<file path="config.mk">
export PLATFORM = sky130hd
export DESIGN_NAME = npcs_ctrl
export DESIGN_NICKNAME = d
export VERILOG_FILES = /design/src/rtl/core/npcs_pkg.sv /design/src/rtl/core/npcs_ctrl.sv
export SDC_FILE = /design/constraint.sdc
export NUM_CORES = 1
export LEC_CHECK = 0
export BUFFER_PORTS_ARGS = -buffer_cell sky130_fd_sc_hd__buf_2
export CELL_PAD_IN_SITES_DETAIL_PLACEMENT = 1
export CELL_PAD_IN_SITES_GLOBAL_PLACEMENT = 1
export CORE_UTILIZATION = 39
export DETAILED_ROUTE_END_ITERATION = 16
export PLACE_DENSITY = 0.88
export SETUP_SLACK_MARGIN = 0.02
export SYNTH_ARGS = -nofsm -noshare
export SYNTH_HDL_FRONTEND = slang
export SYNTH_SLANG_ARGS = --single-unit
</file>
<file path="constraint.sdc">
create_clock -name clk -period 5.15 [get_ports clk]
set_input_delay 0 -clock clk [delete_from_list [all_inputs] [get_ports clk]]
set_output_delay 0 -clock clk [all_outputs]
set_load 0.05 [all_outputs]
</file>
<file path="src/rtl/core/npcs_pkg.sv">
// ----------------------------------------------------------------------------
// npcs_pkg
// Shared types and constants for the nearest palette color search block.
// ----------------------------------------------------------------------------
package npcs_pkg;

  localparam int PALETTE_DEPTH = 256;
  localparam int MEM_AW        = $clog2(PALETTE_DEPTH);

  localparam int SLOT_W  = 8;
  localparam int COMP_W  = 16;
  localparam int PIXEL_W = 32;
  localparam int SQ_W    = 2 * COMP_W;
  localparam int DIST_W  = 34;
  localparam int CFG_W   = 32;
  localparam int CFG_IW  = 2;

  localparam logic [CFG_IW-1:0] CFG_RANGE_START = 2'd0;
  localparam logic [CFG_IW-1:0] CFG_RANGE_END   = 2'd1;
  localparam logic [CFG_IW-1:0] CFG_WHITE_PIXEL = 2'd2;

  typedef struct packed {
    logic              load;
    logic              init;
    logic              rd_en;
    logic [SLOT_W-1:0] rd_slot;
  } dp_cmd_t;

  typedef struct packed {
    logic pipe_busy;
  } dp_sts_t;

endpackage

</file>
<file path="src/rtl/core/npcs_ctrl.sv">
// ----------------------------------------------------------------------------
// npcs_ctrl
// Request sequencer: palette loads, slot scan, pipeline drain, result strobe.
// ----------------------------------------------------------------------------
module npcs_ctrl (
  input  logic                        clk,
  input  logic                        rst_n,
  input  logic                        start,
  input  logic                        in_mode,
  input  logic [npcs_pkg::SLOT_W-1:0] in_entry_slot,
  input  logic [npcs_pkg::SLOT_W-1:0] range_start,
  input  logic [npcs_pkg::SLOT_W-1:0] range_end,
  input  npcs_pkg::dp_sts_t           sts,
  output npcs_pkg::dp_cmd_t           cmd,
  output logic                        busy,
  output logic                        out_valid
);

  localparam logic [1:0] ST_IDLE  = 2'd0;
  localparam logic [1:0] ST_SCAN  = 2'd1;
  localparam logic [1:0] ST_DRAIN = 2'd2;
  localparam logic [1:0] ST_DONE  = 2'd3;

  logic [1:0]                  state_r, state_nxt;
  logic [npcs_pkg::SLOT_W-1:0] addr_r, addr_nxt;
  logic [npcs_pkg::SLOT_W-1:0] last_r, last_nxt;
  logic [npcs_pkg::SLOT_W-1:0] last_eff;
  logic                        accept;
  logic                        empty;

  assign accept = start && (state_r == ST_IDLE);

  always_comb begin
    if (int'(range_end) > npcs_pkg::PALETTE_DEPTH - 1) begin
      last_eff = npcs_pkg::SLOT_W'(npcs_pkg::PALETTE_DEPTH - 1);
    end else begin
      last_eff = range_end;
    end
    empty = (range_start > range_end) || (int'(range_start) >= npcs_pkg::PALETTE_DEPTH);
  end

  always_comb begin
    state_nxt   = state_r;
    addr_nxt    = addr_r;
    last_nxt    = last_r;
    cmd.load    = 1'b0;
    cmd.init    = 1'b0;
    cmd.rd_en   = 1'b0;
    cmd.rd_slot = addr_r;
    unique case (state_r)
      ST_IDLE: begin
        if (accept) begin
          if (!in_mode) begin
            cmd.load = int'(in_entry_slot) < npcs_pkg::PALETTE_DEPTH;
          end else begin
            cmd.init = 1'b1;
            addr_nxt = range_start;
            last_nxt = last_eff;
            state_nxt = empty ? ST_DONE : ST_SCAN;
          end
        end
      end
      ST_SCAN: begin
        cmd.rd_en = 1'b1;
        if (addr_r == last_r) begin
          state_nxt = ST_DRAIN;
        end else begin
          addr_nxt = addr_r + 1'b1;
        end
      end
      ST_DRAIN: begin
        if (!sts.pipe_busy) begin
          state_nxt = ST_DONE;
        end
      end
      ST_DONE: begin
        state_nxt = ST_IDLE;
      end
      default: begin
        state_nxt = ST_IDLE;
      end
    endcase
  end

  always_ff @(posedge clk) begin
    if (!rst_n) begin
      state_r <= ST_IDLE;
    end else begin
      state_r <= state_nxt;
    end
  end

  always_ff @(posedge clk) begin
    addr_r <= addr_nxt;
    last_r <= last_nxt;
  end

  assign busy      = (state_r != ST_IDLE);
  assign out_valid = (state_r == ST_DONE);

endmodule

</file>
==> flow_summary.json <==
{
  "vias": 968,
  "synth.mux.area_fraction_pct": 1.88,
  "cts.sinks": 18,
  "whs_path_depth": 3,
  "port-buffer-count": 33,
  "final_cell_mix": "buf_2, edfxtp_1, ha_1, inv_1, xor2_1",
  "period_minus_slack_ns": 2.48,
  "reg2reg_slack_ns": 2.67,
  "power_frac_comb_pct": 56.9,
  "p_int_uw": 430,
  "rr_worst_depth": 6,
  "pin_count": 42,
  "ir_drop_mv": 0.403,
  "dp.cells": 167,
  "die-area_um2": 3130,
  "initial_core_util_pct": 41.1,
  "rr_startpoint": "state_r[1]",
  "endpoint_kind": "flip-flop",
  "ys_ff_latch": 18,
  "die_w_um": 55.9,
  "synthToLayoutAreaGrowth_pct": 28.8,
  "ys.warnings.count": 0,
  "antenna_found_initial": 0,
  "antenna_left": 0,
  "slew_viol_final": 0,
  "syn_area_per_cell_um2": 10.9,
  "drive_gt1_share_pct": 26.8,
  "track_usage_pct": 18.7,
  "first_iter_violations": 11,
  "post-route-period-util_pct": 48.2,
  "finalSetupViolCount": 0,
  "synth_cell_type_count": 28,
  "critPathLaunch": "state_r[1]",
  "seqPwrFrac_pct": 32.9,
  "preCtsSetupSlack_ns": 2.66,
  "p_sw_share_pct": 52.1,
  "final_common_cell": "buf_2",
  "cts_setup_buffers": 0,
  "die_h_um": 55.9,
  "synth_fa_ha_area_share_pct": 14.3,
  "worstMarginPinSlew_ns": 0.773,
  "holdPathEnd": "addr_r[3]",
  "power_leakage_uw": 0.000687,
  "clkLatencyLatePin_ns": 0.30,
  "postCtsHoldBufs": 9,
  "place_congestion": 0.739,
  "rsz0062_at_grt": "false",
  "skew_ns": 0.00385,
  "synthXorXnorAreaFrac_pct": 10.8,
  "fin_cells": 180,
  "synth_nets": 146,
  "cts-root-buf": "clkbuf_4",
  "max_freq_mhz": 403,
  "grt_overflow_total": 0,
  "critPathRequiredTime_ns": 5.09,
  "cts_tree": "built",
  "synthesis.area_um2": 1130,
  "drc": 0,
  "wl_per_cell_um": 15.4,
  "worst-setup-path-type": "flip-flop to flip-flop",
  "synth_top_family_by_area": "adder cells",
  "cellPowerDensity_nw_per_um2": 614,
  "hold_violations": 0,
  "status": "complete, no violations",
  "htree_levels": 1,
  "clock_path_buffers": 2,
  "hp-class": "input pin to flip-flop",
  "ys_seq_area_share_pct": 45.9,
  "fin_ws_ns": 2.67,
  "post-dp-hpwl_um": 2150,
  "maxSlewHeadroom_pct": 48.2,
  "synthSimpleGateAreaFrac_pct": 10.9,
  "net-switching-power_uw": 467,
  "core.rowCount": 19,
  "ctsResizeCount": 0,
  "post_drt_via_cell_ratio": 5.38,
  "drv_cap": 0,
  "synth_compound_area_share_pct": 11.8,
  "finalNetCount": 192,
  "synthCells": 104,
  "n_antenna_cell": 0,
  "power.share.clock_pct": 10.2,
  "worstSetupStartpointType": "flip-flop",
  "cp_data_arrival_time_ns": 2.42,
  "final.setup.tns_ns": 0,
  "dr.pass1.iters": 4,
  "timing.rr.end": "addr_r[1]",
  "clk_pin_slew_worst_paths_ns": 0.11,
  "grt_pass1_vias": 1025,
  "totalWireLength_um": 2780,
  "cts_inserted_buffers": 3,
  "grt_max_degree": 16,
  "min_from": "range_start[3]",
  "crit_path_max_fanout": 15,
  "core_region_area_um2": 2760,
  "grt_pass1_wl_um": 4460
}
how the worst max path moves through the flow:
stage / to / slack [ns]
global route: addr_r[2] / 2.46
detailed placement: addr_r[2] / 2.66
finish: addr_r[1] / 2.67
global placement: addr_r[3] / 2.89
floorplan: addr_r[0] / 3.03
CTS: addr_r[1] / 2.63
synthesized netlist by cell type (all sizes together):
| cell | n | area share (%) |
|---|---|---|
| edfxtp | 16 | 42 |
| o311a | 1 | 0.88 |
| or2 | 1 | 0.55 |
| a311oi | 1 | 0.77 |
| nor2b | 1 | 0.55 |
| mux2i | 1 | 0.88 |
| a21oi | 11 | 4.9 |
| o21ai | 1 | 0.44 |
| xnor2 | 2 | 1.5 |
| o211ai | 1 | 0.66 |
| xor2 | 12 | 9.3 |
| clkbuf | 1 | 0.33 |
| a221oi | 1 | 0.77 |
| nor4 | 2 | 1.7 |
| a21o | 3 | 2.0 |
| ha | 13 | 14 |
| inv | 12 | 4.0 |
| o31ai | 1 | 0.66 |
| dfxtp | 2 | 3.5 |
| mux2 | 1 | 0.99 |
| and3 | 4 | 2.3 |
| and4 | 1 | 0.77 |
| nor2 | 8 | 2.6 |
| nand3 | 4 | 1.8 |
| nand2 | 2 | 0.66 |
| a2111oi | 1 | 0.77 |
cells by family (layout without fill, tap and decap cells):
kind of cell	count (synthesis)	after routing
simple gates	23	23
compound gates	21	21
flops	18	18
xor+xnor	14	14
fa+ha+maj	13	13
buf+inv	13	58
mux	2	2
power by group through the flow:
stage,registers (uW),logic [uW],clock network [uW]
3_3_place_gp,293,482,0
2_1_floorplan,400,274,0
3_5_place_dp,300,503,0
6_report,295,511,91.1
5_1_grt,305,548,95.8
4_1_cts,296,514,90.9
per-stage QoR:
step | util [%] | total power, uW | area [um^2] | hold WS (ns)
2_1_floorplan | - | 674 | 1130 | 0.0989
3_3_place_gp | 48.4 | 775 | 1330 | 0.192
3_5_place_dp | 48.4 | 803 | 1330 | 0.195
4_1_cts | 52.9 | 901 | 1460 | 0.0362
5_1_grt | 52.9 | 948 | 1460 | 0.0440
6_report | 52.9 | 897 | 1460 | 0.0470
worst max-delay path, cell delays in order, from the launching register on:
cell and delay (ns):
dfxtp_1 0.35, inv_1 0.10, ha_1 0.51, inv_1 0.18, a21oi_1 0.30, a21oi_1 0.08
nor2_1 0.60
registers in the layout (all words and copies together), names as in the netlist:
name	cells
last_r	8
state_r	2
addr_r	8
cell type report:
| cell class | count | area (um^2) |
|---|---|---|
| clock buffers | 4 | 36.3 |
| repair buffers | 42 | 255 |
| flip-flops and latches | 18 | 520 |
| multi-input cells | 73 | 564 |
| fillers | 328 | 1300 |
| well taps | 31 | 38.8 |
| inverters | 12 | 45.0 |
routing by layer:
layer,track usage (%),part of all wire (%),routed length (um),vias up
li1,-,-,-,464
met1,20.8,40,1110,479
met2,35.3,56,1550,21
met3,2.56,3.0,84,4
met4,8.36,1.1,30,0
met5,0,0,0,-
(Power assumes the default switching activity.)
